$ cat src/rtl/core/lmfs_pkg.sv
`default_nettype none

package lmfs_pkg;

  // Default geometry of the streak store.
  localparam int DEF_SLOTS    = 4;
  localparam int DEF_CHANNELS = 16;

  // Fixed widths of the transaction fields and of the display.
  localparam int POS_W    = 5;
  localparam int ROW_W    = 4;
  localparam int COLS_OUT = 16;
  localparam int CFG_W    = 5;

  // Last scan row before the row counter wraps.
  localparam logic [ROW_W-1:0] LAST_ROW = 4'd15;

  // Reset values of the configuration registers.
  localparam logic             RUN_ENABLE_RST = 1'b1;
  localparam logic [CFG_W-1:0] TAIL_LIMIT_RST = 5'd16;

  // Configuration register indexes.
  localparam logic REG_RUN_ENABLE = 1'b0;
  localparam logic REG_TAIL_LIMIT = 1'b1;

  // Input operation codes.
  typedef enum logic [1:0] {
    OP_SPAWN   = 2'd0,
    OP_ADVANCE = 2'd1,
    OP_RENDER  = 2'd2,
    OP_NOP     = 2'd3
  } op_t;

  // Controller states.
  typedef enum logic [3:0] {
    ST_IDLE,
    ST_DECODE,
    ST_SPAWN_RD,
    ST_SPAWN_WR,
    ST_ADV_RD,
    ST_ADV_WR,
    ST_RND_RD,
    ST_RND_CHK,
    ST_FINISH
  } state_t;

  // Commands from the controller to the datapath.
  typedef struct packed {
    logic capture;   // latch the incoming transaction
    logic rd;        // issue a read of the current column
    logic spawn_wr;  // write back the spawn update
    logic adv_wr;    // write back the advance update
    logic rnd_acc;   // merge the lit flag of the current column
    logic cnt_inc;   // step to the next column
    logic load_out;  // load the result register
  } cmd_t;

  // Status from the datapath to the controller.
  typedef struct packed {
    op_t  op;
    logic run_en;
    logic chan_ok;
    logic last_adv;
    logic last_rnd;
    logic out_free;
  } sts_t;

endpackage

`default_nettype wire

$ cat src/rtl/core/lmfs_ram.sv
`default_nettype none

module lmfs_ram #(
  parameter int WIDTH = 20,
  parameter int DEPTH = 16
) (
  input  wire logic                     clk,
  input  wire logic                     we,
  input  wire logic [$clog2(DEPTH)-1:0] waddr,
  input  wire logic [WIDTH-1:0]         wdata,
  input  wire logic                     re,
  input  wire logic [$clog2(DEPTH)-1:0] raddr,
  output logic      [WIDTH-1:0]         rdata
);

  logic [WIDTH-1:0] mem [DEPTH];

  // One write port and one registered read port.
  always_ff @(posedge clk) begin
    if (we) begin
      mem[waddr] <= wdata;
    end
    if (re) begin
      rdata <= mem[raddr];
    end
  end

endmodule

`default_nettype wire

$ cat src/rtl/core/lmfs_ctrl.sv
`default_nettype none

module lmfs_ctrl (
  input  wire logic          clk,
  input  wire logic          rst,
  input  wire logic          in_valid,
  output logic               in_ready,
  input  wire lmfs_pkg::sts_t sts,
  output lmfs_pkg::cmd_t     cmd
);

  import lmfs_pkg::*;

  state_t state;
  state_t state_next;

  // State register.
  always_ff @(posedge clk) begin
    if (rst) begin
      state <= ST_IDLE;
    end else begin
      state <= state_next;
    end
  end

  // Next state and command decode.
  always_comb begin
    state_next = state;
    cmd        = '0;
    in_ready   = 1'b0;
    unique case (state)
      ST_IDLE: begin
        in_ready = 1'b1;
        if (in_valid) begin
          cmd.capture = 1'b1;
          state_next  = ST_DECODE;
        end
      end
      ST_DECODE: begin
        if (sts.op == OP_SPAWN && sts.run_en && sts.chan_ok) begin
          state_next = ST_SPAWN_RD;
        end else if (sts.op == OP_ADVANCE && sts.run_en) begin
          state_next = ST_ADV_RD;
        end else if (sts.op == OP_RENDER) begin
          state_next = ST_RND_RD;
        end else begin
          state_next = ST_FINISH;
        end
      end
      ST_SPAWN_RD: begin
        cmd.rd     = 1'b1;
        state_next = ST_SPAWN_WR;
      end
      ST_SPAWN_WR: begin
        cmd.spawn_wr = 1'b1;
        state_next   = ST_FINISH;
      end
      ST_ADV_RD: begin
        cmd.rd     = 1'b1;
        state_next = ST_ADV_WR;
      end
      ST_ADV_WR: begin
        cmd.adv_wr = 1'b1;
        if (sts.last_adv) begin
          state_next = ST_FINISH;
        end else begin
          cmd.cnt_inc = 1'b1;
          state_next  = ST_ADV_RD;
        end
      end
      ST_RND_RD: begin
        cmd.rd     = 1'b1;
        state_next = ST_RND_CHK;
      end
      ST_RND_CHK: begin
        cmd.rnd_acc = 1'b1;
        if (sts.last_rnd) begin
          state_next = ST_FINISH;
        end else begin
          cmd.cnt_inc = 1'b1;
          state_next  = ST_RND_RD;
        end
      end
      ST_FINISH: begin
        if (sts.out_free) begin
          cmd.load_out = 1'b1;
          state_next   = ST_IDLE;
        end
      end
      default: begin
        state_next = ST_IDLE;
      end
    endcase
  end

endmodule

`default_nettype wire

$ cat src/rtl/core/lmfs_dp.sv
`default_nettype none

module lmfs_dp #(
  parameter int SLOTS    = lmfs_pkg::DEF_SLOTS,
  parameter int CHANNELS = lmfs_pkg::DEF_CHANNELS
) (
  input  wire logic                          clk,
  input  wire logic                          rst,
  input  wire logic [1:0]                    opcode,
  input  wire logic [3:0]                    channel,
  input  wire logic                          cfg_we,
  input  wire logic                          cfg_index,
  input  wire logic [lmfs_pkg::CFG_W-1:0]    cfg_data,
  input  wire lmfs_pkg::cmd_t                cmd,
  output lmfs_pkg::sts_t                     sts,
  output logic                               out_valid,
  input  wire logic                          out_ready,
  output logic [lmfs_pkg::COLS_OUT-1:0]      row_bits,
  output logic [lmfs_pkg::ROW_W-1:0]         row_index,
  output logic                               frame_end,
  output logic                               spawn_done
);

  import lmfs_pkg::*;

  localparam int CHAN_W      = $clog2(CHANNELS);
  localparam int WORD_W      = SLOTS * POS_W;
  localparam int RENDER_COLS = (CHANNELS < COLS_OUT) ? CHANNELS : COLS_OUT;

  // Configuration registers.
  logic             run_en;
  logic [CFG_W-1:0] tail_limit;

  always_ff @(posedge clk) begin
    if (rst) begin
      run_en     <= RUN_ENABLE_RST;
      tail_limit <= TAIL_LIMIT_RST;
    end else if (cfg_we) begin
      unique case (cfg_index)
        REG_RUN_ENABLE: run_en     <= cfg_data[0];
        REG_TAIL_LIMIT: tail_limit <= cfg_data;
        default:        run_en     <= run_en;
      endcase
    end
  end

  // Latched transaction and per-item work registers.
  op_t                 op_q;
  logic [3:0]          chan_q;
  logic [CHAN_W-1:0]   cnt;
  logic [COLS_OUT-1:0] acc;
  logic                found_q;
  logic [ROW_W-1:0]    row_q;

  // Column store: one word per column, with a valid bit per column so that
  // an unwritten column reads as all slots empty.
  logic [CHAN_W-1:0]   addr;
  logic                mem_we;
  logic [WORD_W-1:0]   mem_wdata;
  logic [WORD_W-1:0]   mem_rdata;
  logic [CHANNELS-1:0] col_vld;
  logic                rd_vld;
  logic [WORD_W-1:0]   word;

  assign addr = (op_q == OP_SPAWN) ? CHAN_W'(chan_q) : cnt;

  lmfs_ram #(
    .WIDTH (WORD_W),
    .DEPTH (CHANNELS)
  ) u_ram (
    .clk   (clk),
    .we    (mem_we),
    .waddr (addr),
    .wdata (mem_wdata),
    .re    (cmd.rd),
    .raddr (addr),
    .rdata (mem_rdata)
  );

  always_ff @(posedge clk) begin
    if (rst) begin
      col_vld <= '0;
      rd_vld  <= 1'b0;
    end else begin
      if (mem_we) begin
        col_vld[addr] <= 1'b1;
      end
      if (cmd.rd) begin
        rd_vld <= col_vld[addr];
      end
    end
  end

  assign word = rd_vld ? mem_rdata : '0;

  // Per-slot update logic for spawn, advance and render.
  logic [WORD_W-1:0] spawn_word;
  logic [WORD_W-1:0] adv_word;
  logic              free_found;
  logic              lit;
  logic [POS_W:0]    limit;
  logic [POS_W-1:0]  r0;
  logic [POS_W-1:0]  r1;
  logic [POS_W-1:0]  r2;

  assign limit = {1'b0, tail_limit} + (POS_W+1)'(3);
  assign r0    = {1'b0, row_q};
  assign r1    = r0 + POS_W'(1);
  assign r2    = r0 + POS_W'(2);

  always_comb begin
    logic [POS_W-1:0] p;
    spawn_word = word;
    adv_word   = '0;
    free_found = 1'b0;
    lit        = 1'b0;
    for (int s = 0; s < SLOTS; s++) begin
      p = word[s*POS_W +: POS_W];
      // The lowest empty slot takes a new streak head.
      if (p == '0 && !free_found) begin
        spawn_word[s*POS_W +: POS_W] = POS_W'(1);
        free_found                   = 1'b1;
      end
      // A live streak steps down until it reaches the limit, then it is cleared.
      if (p != '0 && {1'b0, p} < limit) begin
        adv_word[s*POS_W +: POS_W] = p + POS_W'(1);
      end
      // A streak lights its head row and the two rows above it.
      if (p != '0 && (p == r0 || p == r1 || p == r2)) begin
        lit = 1'b1;
      end
    end
  end

  assign mem_we    = cmd.adv_wr || (cmd.spawn_wr && free_found);
  assign mem_wdata = cmd.spawn_wr ? spawn_word : adv_word;

  // Transaction capture, column counter and render accumulation.
  always_ff @(posedge clk) begin
    if (cmd.capture) begin
      op_q    <= op_t'(opcode);
      chan_q  <= channel;
      cnt     <= '0;
      acc     <= '0;
      found_q <= 1'b0;
    end else begin
      if (cmd.cnt_inc) begin
        cnt <= cnt + CHAN_W'(1);
      end
      if (cmd.rnd_acc && lit) begin
        acc <= acc | (COLS_OUT'(1) << cnt);
      end
      if (cmd.spawn_wr) begin
        found_q <= free_found;
      end
    end
  end

  // Scan row counter, stepped by each render.
  always_ff @(posedge clk) begin
    if (rst) begin
      row_q <= '0;
    end else if (cmd.load_out && op_q == OP_RENDER) begin
      row_q <= (row_q == LAST_ROW) ? '0 : row_q + ROW_W'(1);
    end
  end

  // Result register, freed when the receiver takes the transaction.
  always_ff @(posedge clk) begin
    if (rst) begin
      out_valid <= 1'b0;
    end else if (cmd.load_out) begin
      out_valid <= 1'b1;
    end else if (out_ready) begin
      out_valid <= 1'b0;
    end
  end

  always_ff @(posedge clk) begin
    if (cmd.load_out) begin
      if (op_q == OP_RENDER) begin
        row_bits   <= acc;
        row_index  <= row_q;
        frame_end  <= (row_q == LAST_ROW);
        spawn_done <= 1'b0;
      end else if (op_q == OP_SPAWN) begin
        row_bits   <= '0;
        row_index  <= '0;
        frame_end  <= 1'b0;
        spawn_done <= found_q;
      end else begin
        row_bits   <= '0;
        row_index  <= '0;
        frame_end  <= 1'b0;
        spawn_done <= 1'b0;
      end
    end
  end

  // Status toward the controller.
  assign sts.op       = op_q;
  assign sts.run_en   = run_en;
  assign sts.chan_ok  = (32'(chan_q) < CHANNELS);
  assign sts.last_adv = (cnt == CHAN_W'(CHANNELS - 1));
  assign sts.last_rnd = (cnt == CHAN_W'(RENDER_COLS - 1));
  assign sts.out_free = !out_valid || out_ready;

endmodule

`default_nettype wire

$ cat src/rtl/core/led_matrix_falling_streak_engine_core.sv
// Falling-streak animation engine for a 16-column LED matrix.
// Input channel (in_valid/in_ready) carries one transaction per command:
// opcode spawns a streak in a column, advances all streaks one row, or
// renders the current scan row. Each transaction gives exactly one result
// on the output channel (out_valid/out_ready): the lit columns, the rendered
// row index and frame-end flag for a render, and spawn_done for a spawn.
// Work: a spawn reads and writes back its column, an advance reads and
// writes back every column, and a render reads and checks each of the
// first min(CHANNELS,16) columns; opcode 3 and commands blocked by a cleared
// run_enable skip the column store. The column store holds one word per
// column. One command is processed at a time; in_ready returns the cycle
// after the result is loaded. Configuration writes (cfg_we) take effect at
// once; the user must make them while the engine is idle, as the block
// itself does not enforce it.
// Reset empties all streaks at once through per-column valid bits, sets the
// row counter to 0, run_enable to 1 and tail_limit to 16. When the receiver
// stalls, the result is held and the following command waits after its work
// until the output register is free.
`default_nettype none

module led_matrix_falling_streak_engine_core #(
  parameter int SLOTS    = lmfs_pkg::DEF_SLOTS,
  parameter int CHANNELS = lmfs_pkg::DEF_CHANNELS
) (
  input  wire logic                       clk,
  input  wire logic                       rst,
  input  wire logic                       in_valid,
  output logic                            in_ready,
  input  wire logic [1:0]                 opcode,
  input  wire logic [3:0]                 channel,
  output logic                            out_valid,
  input  wire logic                       out_ready,
  output logic [lmfs_pkg::COLS_OUT-1:0]   row_bits,
  output logic [lmfs_pkg::ROW_W-1:0]      row_index,
  output logic                            frame_end,
  output logic                            spawn_done,
  input  wire logic                       cfg_we,
  input  wire logic                       cfg_index,
  input  wire logic [lmfs_pkg::CFG_W-1:0] cfg_data
);

  import lmfs_pkg::*;

  cmd_t cmd;
  sts_t sts;

  // Sequencer.
  lmfs_ctrl u_ctrl (
    .clk      (clk),
    .rst      (rst),
    .in_valid (in_valid),
    .in_ready (in_ready),
    .sts      (sts),
    .cmd      (cmd)
  );

  // Column store, update logic and result register.
  lmfs_dp #(
    .SLOTS    (SLOTS),
    .CHANNELS (CHANNELS)
  ) u_dp (
    .clk        (clk),
    .rst        (rst),
    .opcode     (opcode),
    .channel    (channel),
    .cfg_we     (cfg_we),
    .cfg_index  (cfg_index),
    .cfg_data   (cfg_data),
    .cmd        (cmd),
    .sts        (sts),
    .out_valid  (out_valid),
    .out_ready  (out_ready),
    .row_bits   (row_bits),
    .row_index  (row_index),
    .frame_end  (frame_end),
    .spawn_done (spawn_done)
  );

endmodule

`default_nettype wire

$ cat config.mk
export PLATFORM = sky130hd
export DESIGN_NAME = led_matrix_falling_streak_engine_core
export DESIGN_NICKNAME = d
export VERILOG_FILES = /design/src/rtl/core/lmfs_pkg.sv /design/src/rtl/core/lmfs_ram.sv /design/src/rtl/core/lmfs_ctrl.sv /design/src/rtl/core/lmfs_dp.sv /design/src/rtl/core/led_matrix_falling_streak_engine_core.sv
export SDC_FILE = /design/constraint.sdc
export NUM_CORES = 1
export LEC_CHECK = 0
export ABC_CLOCK_PERIOD_IN_PS = 9200
export BUFFER_PORTS_ARGS = -buffer_cell sky130_fd_sc_hd__buf_2
export CORE_AREA = 2 2 191 174
export CTS_BUF_LIST = sky130_fd_sc_hd__clkbuf_4 sky130_fd_sc_hd__clkbuf_8
export CTS_CLUSTER_DIAMETER = 50
export DETAILED_ROUTE_END_ITERATION = 10
export DIE_AREA = 0 0 193 176
export PLACE_DENSITY = 0.83
export SLEW_MARGIN = 15
export SYNTH_ARGS = -nofsm -noshare
export SYNTH_HDL_FRONTEND = slang
export SYNTH_SLANG_ARGS = --single-unit
export TNS_END_PERCENT = 1
$ cat constraint.sdc
create_clock -name clk -period 9.2 [get_ports clk]
set_input_delay 1.38 -clock clk [delete_from_list [all_inputs] [get_ports clk]]
set_output_delay 1.38 -clock clk [all_outputs]
set_load 0.01 [all_outputs]
==> results.md, run 1 <==
* Syn Nets at 1,336
* Antenna violations before repair at 0
* PortBufs at 40
* Wire per inst at around 23 um
* Skew-Pair Late Insertion Delay at 0.61 ns
* Cts repair resizes at 0
* Hold Path Class: register to register
* RSZ-0062 raised after global routing: no
* Minimum clock period at 4.535 ns
* Number of vias per cell at 6.401
* Worst Slack Setup Final at 4.665 ns
* Fillers at 2,131
* Final hold violations at 0
* Crit Path Class: register to register
* Synth async-reset ratio at 0
* Yosys cell types at 75
* Final nets at approximately 1,400
* Slew headroom at 0.2043
* Failing checks: design-rule violations
* Sequential share of the synthesized area at 0.6393
* Clock Tree Buf Depth at 3
* Slew Limit Fails at 0
* Synth Instances at 1,286
* Rows at 62
* Die Wd at roughly 190 um
* Placed cell areas at 19,530 um2
* Pin count of the biggest net entering global routing at 79
* Diode count at 0
* Root Driver: clkbuf_8
* Pre-antenna DRT Iters at 8
* Total Routed Length at 41.75 mm
* Crit share post-route at 0.4929
* Total number of H-tree levels at 3
* Sink Count at 421
* CTS tree: done
* Setup_tns at 0 ns
* Setup Buffers After CTS at 0
* CP Capture Type: register
* Ports at 41
* Synth-to-layout area growth at 9.801%
* GR Overflow Total at 0
* DP HPWL at 26.35 mm
* Status: finished, violations left
* Final setup viols at 0
* Startpoint types: register
* Die Y at 176 um
* Top cells by count, synth: 368 x edfxtp_1, 99 x nand2_1, 84 x mux4_2
* Register Area at about 12,000 um2
* Final Util at 0.6541
* Register bit total from synthesis at 421
* Multi-input logic area at ~6300 um2
* Pleak at 6.554 nW
* Synth top area share at 0.5833
* Routed vias at 11,530
* Vias in the first global route at 11,270
* First-pass GRT wire length at between 60 and 70 mm
* Synthesized area per cell at 14.73 um2
* FF-to-FF setup slack at 4.67 ns
* Count leader, synth: edfxtp_1
* Post-route ant nets at 0
* Tot GR Track Use at 0.2525
* Finished Cell Area at 20,800 um2
* Worst-path clk slew at 0.06 ns
* Max Clock Freq at 220.5 MHz
* Crit path DAT at 4.74 ns
* Syn Std Cell Area at 18,950 um2
* VDD IR max at 0.0001772 V
* Final GP Congestion at 0.8851
* Number of buffers created by CTS at 67
* Core box area at 31,810 um2
* Initial core utilization at 0.5957
* Share of cells above drive strength 1 at 0.2245
* DP Worst Slack at 4.712 ns
* Critical-path maximum fanout at 46
* CP required at 9.41 ns
* Worst-Margin Slew at around 1.2 ns
* Number of flops mapped to enable cells by yosys at 368
* Pwr Density at 188.7 nW/um2
* Synth Warn # at 0
* Hold_buf cts at 0
* Largest area contributor in the netlist: edfxtp_1
* Clock Skew at 0.04111 ns
* DRT iter0 DRCs at 1,332
* Ranking of synthesized cells by area: edfxtp_1 58%, mux4_2 10%, dfxtp_1 5.6%
* # DRC at 1
* Top FF cell, synth: edfxtp_1
* Max-Cap Viols at 0
* Die area at 33,970 um2
[placed cells by master (no fill, tap or decap), types with 30 or more instances in the layout]
| cell type | instances |
|---|---|
| edfxtp_1 | 368 |
| nand2_1 | 99 |
| mux4_2 | 84 |
| clkbuf_8 | 69 |
| and2_1 | 57 |
| dfxtp_1 | 52 |
| o21ai_0 | 40 |
| buf_2 | 40 |
| inv_1 | 36 |
| ha_1 | 33 |
| buf_4 | 33 |
| nand3_1 | 30 |
| nor3_1 | 30 |
[cell type report]
type | instances | area share
multi-input combinational | 738 | 0.3043
clock buffer | 89 | 0.05287
clock inverter | 27 | 0.007338
inverter | 37 | 0.006676
sequential | 421 | 0.5823
tap | 416 | 0.02502
timing repair buffer | 73 | 0.02153
[registers in the layout, indices dropped and copies added (netlist names), 4 cells and up]
signal	cells
u_dp.u_ram.rdata	20
u_dp.col_vld	16
u_dp.chan_q	4
u_dp.tail_limit	5
u_ctrl.state	4
u_dp.acc	16
u_dp.row_index	4
u_dp.row_bits	16
u_dp.row_q	4
u_dp.u_ram.mem	320
u_dp.cnt	4
[stage by stage]
| step | hold slack [ns] | total power [mW] | instances |
|---|---|---|---|
| CTS | 0.4539 | 3.945 | 1801 |
| floorplan | 0.4317 | 2.370 | 1286 |
| finish | 0.4515 | 3.926 | 1801 |
| detailed placement | 0.4453 | 2.450 | 1685 |
| global placement | 0.4430 | 2.440 | 1685 |
| global route | 0.4838 | 4.056 | 1801 |
[power by group]
group	leakage [nW]	switching (mW)	internal (mW)	total, mW
Sequential	3.42	0.0366	2.09	2.13
Combinational	2.47	0.177	0.113	0.290
Clock	0.658	0.724	0.785	1.51
Total	6.55	0.938	2.99	3.93
[final timing paths]
| kind | start | end | cells after the start |
|---|---|---|---|
| worst max-delay path | u_dp.op_q[0] | u_dp.u_ram.mem[9][6] | 5 |
| worst max register to register | u_dp.op_q[0] | u_dp.u_ram.mem[9][6] | 5 |
| worst min-delay path | u_dp.found_q | u_dp.found_q | 2 |
| worst min register to register | u_dp.found_q | u_dp.found_q | 2 |
[layer usage]
layer	global-route usage	share of wire	routed length (um)	vias up
met5	0.005917	0	0	-
met4	0.09691	0.029	1218	0
met3	0.07235	0.11	4705	79
met2	0.3778	0.46	19350	630
met1	0.3544	0.39	16480	5693
li1	-	-	-	5126
[critical path, cell delays in order (launching register included)]
cell and delay (ns):
edfxtp_1 0.48, nor2_4 0.38, mux2_8 0.57, buf_4 0.79
nand3_1 0.72, nor2_2 1.11
[logic make-up (layout without fill, tap and decap cells)]
kind of cell	count (synthesis)	in the layout	share of synthesized area
multiplexers	95	95	0.1061
AO/OA/AOI/OAI	228	228	0.08367
AND/OR/NAND/NOR	349	349	0.09807
buffers and inverters	127	226	0.03441
XOR/XNOR	33	33	0.01664
flip-flops	421	421	0.6393
adder cells (fa/ha/maj)	33	33	0.02179
Power figures use the tool's default switching activity.
==> run 2: changes to the inputs <==
ABC_CLOCK_PERIOD_IN_PS = 3990   (was 9200)
CORE_AREA = 2 2 192 176   (was 2 2 191 174)
DIE_AREA = 0 0 194 178   (was 0 0 193 176)
PLACE_DENSITY = 0.85   (was 0.83)
clock period = 3.99 ns   (was 9.2 ns; I/O delays follow)
==> results.md, run 2 (synthesis results as in run 1) <==
* Biggest register: u_dp.u_ram.mem
* Final nets at 1,414 (+1.9%)
* Setup Buffers After CTS at 0 (unchanged)
* Wire per inst at 23.58 um (+1.7%)
* Initial core utilization at 0.5834 (-0.01230)
* Sink Count at 421 (unchanged)
* Total Routed Length at 43.37 mm (+3.9%)
* GR Overflow Total at 0 (unchanged)
* Startpoint types: register
* DRT iter0 DRCs at 1,459 (+9.5%)
* Leading cell type in the layout, fill and taps excluded: edfxtp_1
* Status: finished, final reports clean
* Final GP Congestion at 0.8908 (+0.64%)
* Routed vias at 11,870 (+3.0%)
* # DRC at 0 (-1)
* Crit share post-route at 0.8979 (+0.4050)
* Synth-to-layout area growth at 11.08%
* Die Wd at 194 um (+0.52%)
* Antenna violations before repair at 0 (unchanged)
* Slew Limit Fails at 0 (unchanged)
* DP HPWL at 27.77 mm (+5.4%)
* Cts repair resizes at 0 (unchanged)
* Worst-Margin Slew at 1.179 ns (-0.01355 ns)
* Pre-antenna DRT Iters at 7 (-1)
* Die area at 34,530 um2 (+1.7%)
* Crit path max-delay cell type: nor3_2
* Pwr Density at 437.0 nW/um2 (+130%)
* Clock Skew at 0.03043 ns (-0.01068 ns)
* Clock Tree Buf Depth at 3 (unchanged)
* Slew headroom at 0.2134 (+0.009045)
* Worst hold margin at 0.1858 ns (-0.2657 ns)
* Hold_buf cts at 0 (unchanged)
* Most frequent CP cell: o31ai_1
* Worst-path clk slew at 0.06 ns (about the same)
* Diode count at 0 (unchanged)
* CP required at 4.25 ns (-5.16 ns)
* VDD IR max at 0.0004007 V (+130%)
* First-pass GRT wire length at 66.13 mm (+3.1%)
* Pleak at 6.702 nW (+2.3%)
* Root Driver: clkbuf_8
* Ports at 41 (unchanged)
* Minimum clock period at 3.583 ns (-0.9520 ns)
* Crit path DAT at 3.85 ns (-0.89 ns)
* Post-route ant nets at 0 (unchanged)
* Crit Path Class: register to register
* Worst-path cell chain: o31ai_1 -> and2_1 -> o31ai_1 -> o21ai_1 -> nand3_1 -> nor3_2 -> buf_4
* CP Capture Type: register
* Critical Path Max Stage Delay at 0.90 ns (-0.21 ns)
* RSZ-0062 raised after global routing: no
* PortBufs at 40 (unchanged)
* Final setup viols at 0 (unchanged)
* Pin count of the biggest net entering global routing at 51 (-35%)
* Total number of H-tree levels at 3 (unchanged)
* Final hold violations at 0 (unchanged)
* Number of buffers created by CTS at 67 (unchanged)
* Setup_tns at 0 ns (unchanged)
* Tot GR Track Use at 0.2522 (-0.0002737)
* Number of vias per cell at 6.457 (+0.87%)
* Vias in the first global route at 11,680 (+3.6%)
* Critical-path maximum fanout at 13 (-72%)
* Largest register FFs at 320 (unchanged)
* CTS tree: done
* Max Clock Freq at 279.1 MHz (+27%)
* Most frequent cells in the layout: 368 x edfxtp_1, 99 x nand2_1, 84 x mux4_2
* Share of cells above drive strength 1 at 0.2364 (+0.01187)
* Hold Path Class: input pin to register
* Fillers at 2,147 (+0.75%)
* Core box area at 32,480 um2 (+2.1%)
* Skew-Pair Late Insertion Delay at 0.60 ns (about the same)
* Max-Cap Viols at 0 (unchanged)
* Largest regs: u_dp.u_ram.mem: 320 flops, u_dp.u_ram.rdata: 20 flops
* Rows at 63 (+1.6%)
* Die Y at 178 um (+1.1%)
run 2: changes by cell type in the layout (fill, tap and decap cells not counted), moves of 3 or more:
cell | before | now
buf_4 | 33 | 58
clkbuf_4 | 20 | 25
clkinv_2 | 6 | 2
o2bb2ai_1 | 2 | 6
o2bb2ai_2 | 4 | 0
clkinv_1 | 14 | 17
run 2: metal layers:
layer / track usage / vias to the layer above / wire length (um)
li1: - / 5175 / -
met4: 0.1023 / 0 / 1401
met1: 0.3340 / 5886 / 16580
met5: 0 / - / 0
met2: 0.4127 / 692 / 21210
met3: 0.05389 / 121 / 4182
run 2: area by class of cell:
type / instances / area, um2 / area share
sequential: 421 / 12110 / 0.5756
multi-input combinational: 738 / 6294 / 0.2990
clock buffer: 94 / 1137 / 0.05404
timing repair buffer: 99 / 655.6 / 0.03115
tap: 422 / 528.0 / 0.02509
clock inverter: 28 / 178.9 / 0.008502
inverter: 37 / 138.9 / 0.006599
run 2: path summary, 6_finish.rpt:
check / start / end / slack, ns / depth (start not counted)
worst min-delay path: channel[2] / u_dp.chan_q[2] / 0.19 / 1
worst max register to register: u_dp.u_ram.rdata[12] / u_dp.u_ram.mem[15][10] / 0.41 / 7
worst min register to register: u_dp.found_q / u_dp.found_q / 0.46 / 2
worst max-delay path: u_dp.u_ram.rdata[12] / u_dp.u_ram.mem[15][10] / 0.41 / 7
run 2: where the power goes:
part	switching (mW)	internal (mW)	leakage, nW
Combinational	0.433	0.278	2.60
Sequential	0.0629	4.82	3.42
Clock	1.68	1.93	0.683
Total	2.17	7.02	6.70
run 2: worst max-delay path, delay by kind of cell (launching register included):
kind	cells	cell delay [ns]
DFF	1	0.58
AOI/OAI and AO/OA	3	0.77
and+or+nand+nor	3	1.49
buffers and inverters	1	0.40
run 2: metrics by stage:
| step | cell area [um2] | utilization | setup WS [ns] | std cells | total power, mW |
|---|---|---|---|---|---|
| floorplan | 18950 | - | 0.3915 | 1286 | 5.464 |
| global placement | 19720 | 0.6073 | 0.6989 | 1717 | 5.647 |
| detailed placement | 19720 | 0.6073 | 0.5260 | 1717 | 5.672 |
| CTS | 21040 | 0.6479 | 0.4735 | 1839 | 9.247 |
| global route | 21050 | 0.6480 | 0.2622 | 1839 | 9.488 |
| finish | 21050 | 0.6480 | 0.4074 | 1839 | 9.197 |
==> run 3: changes to the inputs <==
CORE_AREA = 2 2 192 175   (was 2 2 192 176)
DIE_AREA = 0 0 194 177   (was 0 0 194 178)
SETUP_SLACK_MARGIN = 0.02   (was unset)
SYNTH_HIERARCHICAL = 1   (was unset)
==> results.md, run 3 <==
* Internal power at 7.254 mW (+3.3%)
* Worst hold margin at 0.1689 ns (-0.01690 ns)
* Slew Limit Fails at 0 (unchanged)
* Syn Nets at 1,332 (-0.30%)
* Worst Slack Setup Final at 0.4684 ns (+0.06099 ns)
* Die Y at 177 um (-0.56%)
* Number of flops mapped to enable cells by yosys at 368 (unchanged)
* Top cells by count, synth: 368 x edfxtp_1, 87 x nand2_1, 66 x nor2_1
* Synth async-reset ratio at 0 (unchanged)
* Status: finished, final reports clean
* Synth Warn # at 6 (+6)
* Synthesized area per cell at 14.66 um2 (-0.48%)
* Rows at 63 (unchanged)
* Reg-to-Reg End: u_dp/u_ram/mem[8][10]
* PortBufs at 40 (unchanged)
* Total number of H-tree levels at 3 (unchanged)
* Number of vias per cell at 6.424 (-0.51%)
* Sequential share of the synthesized area at 0.6443 (+0.005064)
* Share of cells above drive strength 1 at 0.2206 (-0.01585)
* Psw at 2.276 mW (+4.7%)
* Antenna violations before repair at 0 (unchanged)
* Syn Std Cell Area at 18,800 um2 (-0.79%)
* Leading cell type in the layout, fill and taps excluded: edfxtp_1
* Biggest register: u_dp/u_ram/mem
* Root Driver: clkbuf_8
* Wire per inst at 23.59 um (about the same)
* Register bit total from synthesis at 421 (unchanged)
* Multi-input logic area at 6188 um2 (-1.7%)
* Register Area at 12,110 um2 (unchanged)
* Fillers at 2,191 (+2.0%)
* Clock Skew at 0.03702 ns (+0.006589 ns)
* Synth-to-layout area growth at 11.79%
* Final hold violations at 0 (unchanged)
* Worst reg2reg path startpoint: u_dp/rd_vld
* VDD IR max at 0.0003343 V (-17%)
* Worst hold path depth at 1 (unchanged)
* Pwr Density at 453.5 nW/um2 (+3.8%)
* Most frequent cells in the layout: 368 x edfxtp_1, 87 x nand2_1, 70 x clkbuf_8
* Die Wd at 194 um (unchanged)
* Sink Count at 421 (unchanged)
* DP Worst Slack at 0.2820 ns (-0.2440 ns)
* Crit path DAT at 3.84 ns (about the same)
* Clock Tree Buf Depth at 3 (unchanged)
* Yosys cell types at 78 (+4.0%)
* Post-route ant nets at 0 (unchanged)
* Pin count of the biggest net entering global routing at 47 (-7.8%)
* CTS tree: done
* Final Util at 0.6470 (-0.001002)
* DRT iter0 DRCs at 1,395 (-4.4%)
* Final setup viols at 0 (unchanged)
* Core box area at 32,480 um2 (unchanged)
* Max Clock Freq at 284.0 MHz (+1.7%)
* Setup Buffers After CTS at 0 (unchanged)
* Initial core utilization at 0.5788 (-0.004585)
* Worst-Margin Slew at 1.112 ns (-0.06673 ns)
* Reg2reg path depth at 9 (+2)
* Ranking of synthesized cells by area: edfxtp_1 59%, mux4_2 7.8%, dfxtp_1 5.6%
* CP Capture Type: register
* HP Start: channel[0]
* First-pass GRT wire length at 67.10 mm (+1.5%)
* # DRC at 0 (unchanged)
* Reg power frac at 0.514 (-0.017)
* Final nets at 1,406 (-0.57%)
* Vias in the first global route at 11,670 (-0.086%)
* Skew-Pair Late Insertion Delay at 0.61 ns (about the same)
* FF-to-FF setup slack at 0.47 ns (+0.06 ns)
* Crit Path Class: register to register
* Number of buffers created by CTS at 67 (unchanged)
* Die area at 34,340 um2 (-0.56%)
* Final GP Congestion at 0.9603 (+7.8%)
* GR Overflow Total at 0 (unchanged)
* Critical-path maximum fanout at 41 (+28)
* Tot GR Track Use at 0.2553 (+0.003032)
* Synth Instances at 1,282 (-0.31%)
* Count leader, synth: edfxtp_1
* Hold_buf cts at 0 (unchanged)
* DP HPWL at 27.27 mm (-1.8%)
* Clock network fraction of design power at 0.395 (+0.003)
* Hold Path Class: input pin to register
* Worst-path clk slew at 0.06 ns (about the same)
* Ports at 41 (unchanged)
* Diode count at 0 (unchanged)
* Largest regs: u_dp/u_ram/mem: 320 flops, u_dp/u_ram/rdata: 20 flops
* Startpoint types: register
* Largest area contributor in the netlist: edfxtp_1
* Cts repair resizes at 0 (unchanged)
* RSZ-0062 raised after global routing: no
* Crit share post-route at 0.8826 (-0.01529)
* Synth top area share at 0.5879 (+0.004620)
* Slew headroom at 0.2587 (+0.04533)
* Top FF cell, synth: edfxtp_1
* Sw Share at 0.2388 (+0.002436)
* Minimum clock period at 3.522 ns (-0.06099 ns)
* Largest register FFs at 320 (unchanged)
* CP required at 4.31 ns (+0.06 ns)
* Pleak at 6.763 nW (+0.90%)
* Total Routed Length at 43.21 mm (-0.37%)
* Min-Delay Endpoint: u_dp/chan_q[0]
* Comb pwr share at 0.091 (+0.014)
* Routed vias at 11,770 (-0.88%)
* Pre-antenna DRT Iters at 5 (-2)
* Max-Cap Viols at 0 (unchanged)
[run 3: worst max-delay path by stage]
stage	from	endpoint
after global routing	u_dp/rd_vld	u_dp/u_ram/mem[8][6]
after detailed placement	u_dp/u_ram/rdata[3]	u_dp/u_ram/mem[3][6]
after global placement	u_dp/u_ram/rdata[3]	u_dp/u_ram/mem[3][11]
after floorplan	u_dp/rd_vld	u_dp/u_ram/mem[8][0]
final	u_dp/rd_vld	u_dp/u_ram/mem[8][10]
after CTS	u_dp/u_ram/rdata[3]	u_dp/u_ram/mem[3][6]
[run 3: kinds of logic (layout without fill, tap and decap cells)]
kind of cell,after synthesis,count (layout),share of synthesized area
buffers and inverters,134,262,0.03341
adder cells (fa/ha/maj),33,33,0.02197
multiplexers,91,91,0.1056
XOR/XNOR,37,37,0.01837
flip-flops,421,421,0.6443
AO/OA/AOI/OAI,229,229,0.08347
AND/OR/NAND/NOR,336,336,0.09259
other,1,1,0.0001995
[run 3: through the flow]
step	TNS, ns	cell area (um2)	std cells	total power [mW]
after detailed placement	0	19570	1708	5.832
final	0	21010	1832	9.530
after CTS	0	20950	1831	9.576
after global routing	0	21010	1832	9.826
after floorplan	-1.629	18800	1282	5.571
after global placement	0	19550	1708	5.799
[run 3: routing by layer]
layer	GRT usage	up-vias	wire (um)
met5	0	-	0
met4	0.08870	0	1089
met3	0.05088	97	3874
met2	0.4070	647	20560
met1	0.3563	5871	17690
li1	-	5154	-
[run 3: power by group through the flow]
stage / logic [mW] / registers (mW) / clock network [mW]
after floorplan: 0.618 / 4.95 / 0
after global placement: 0.814 / 4.99 / 0
after detailed placement: 0.841 / 4.99 / 0
after CTS: 0.848 / 4.90 / 3.83
after global routing: 0.925 / 4.91 / 3.99
final: 0.867 / 4.90 / 3.76
[run 3: cell type report]
class / instances / share of cell area
clock buffer: 102 / 0.05728
multi-input combinational: 727 / 0.2945
inverter: 48 / 0.008872
sequential: 421 / 0.5765
timing repair buffer: 91 / 0.02930
clock inverter: 21 / 0.008455
tap: 422 / 0.02513
[run 3: worst max-delay path: stages (launching register included)]
cell and delay, ns:
dfxtp_2 0.79, nand2_1 0.26, ha_1 0.29, nand2_1 0.18
nand4_1 0.22, a21oi_1 0.45, inv_1 0.21, nand3b_1 0.35
nor3_2 0.19, buf_4 0.28
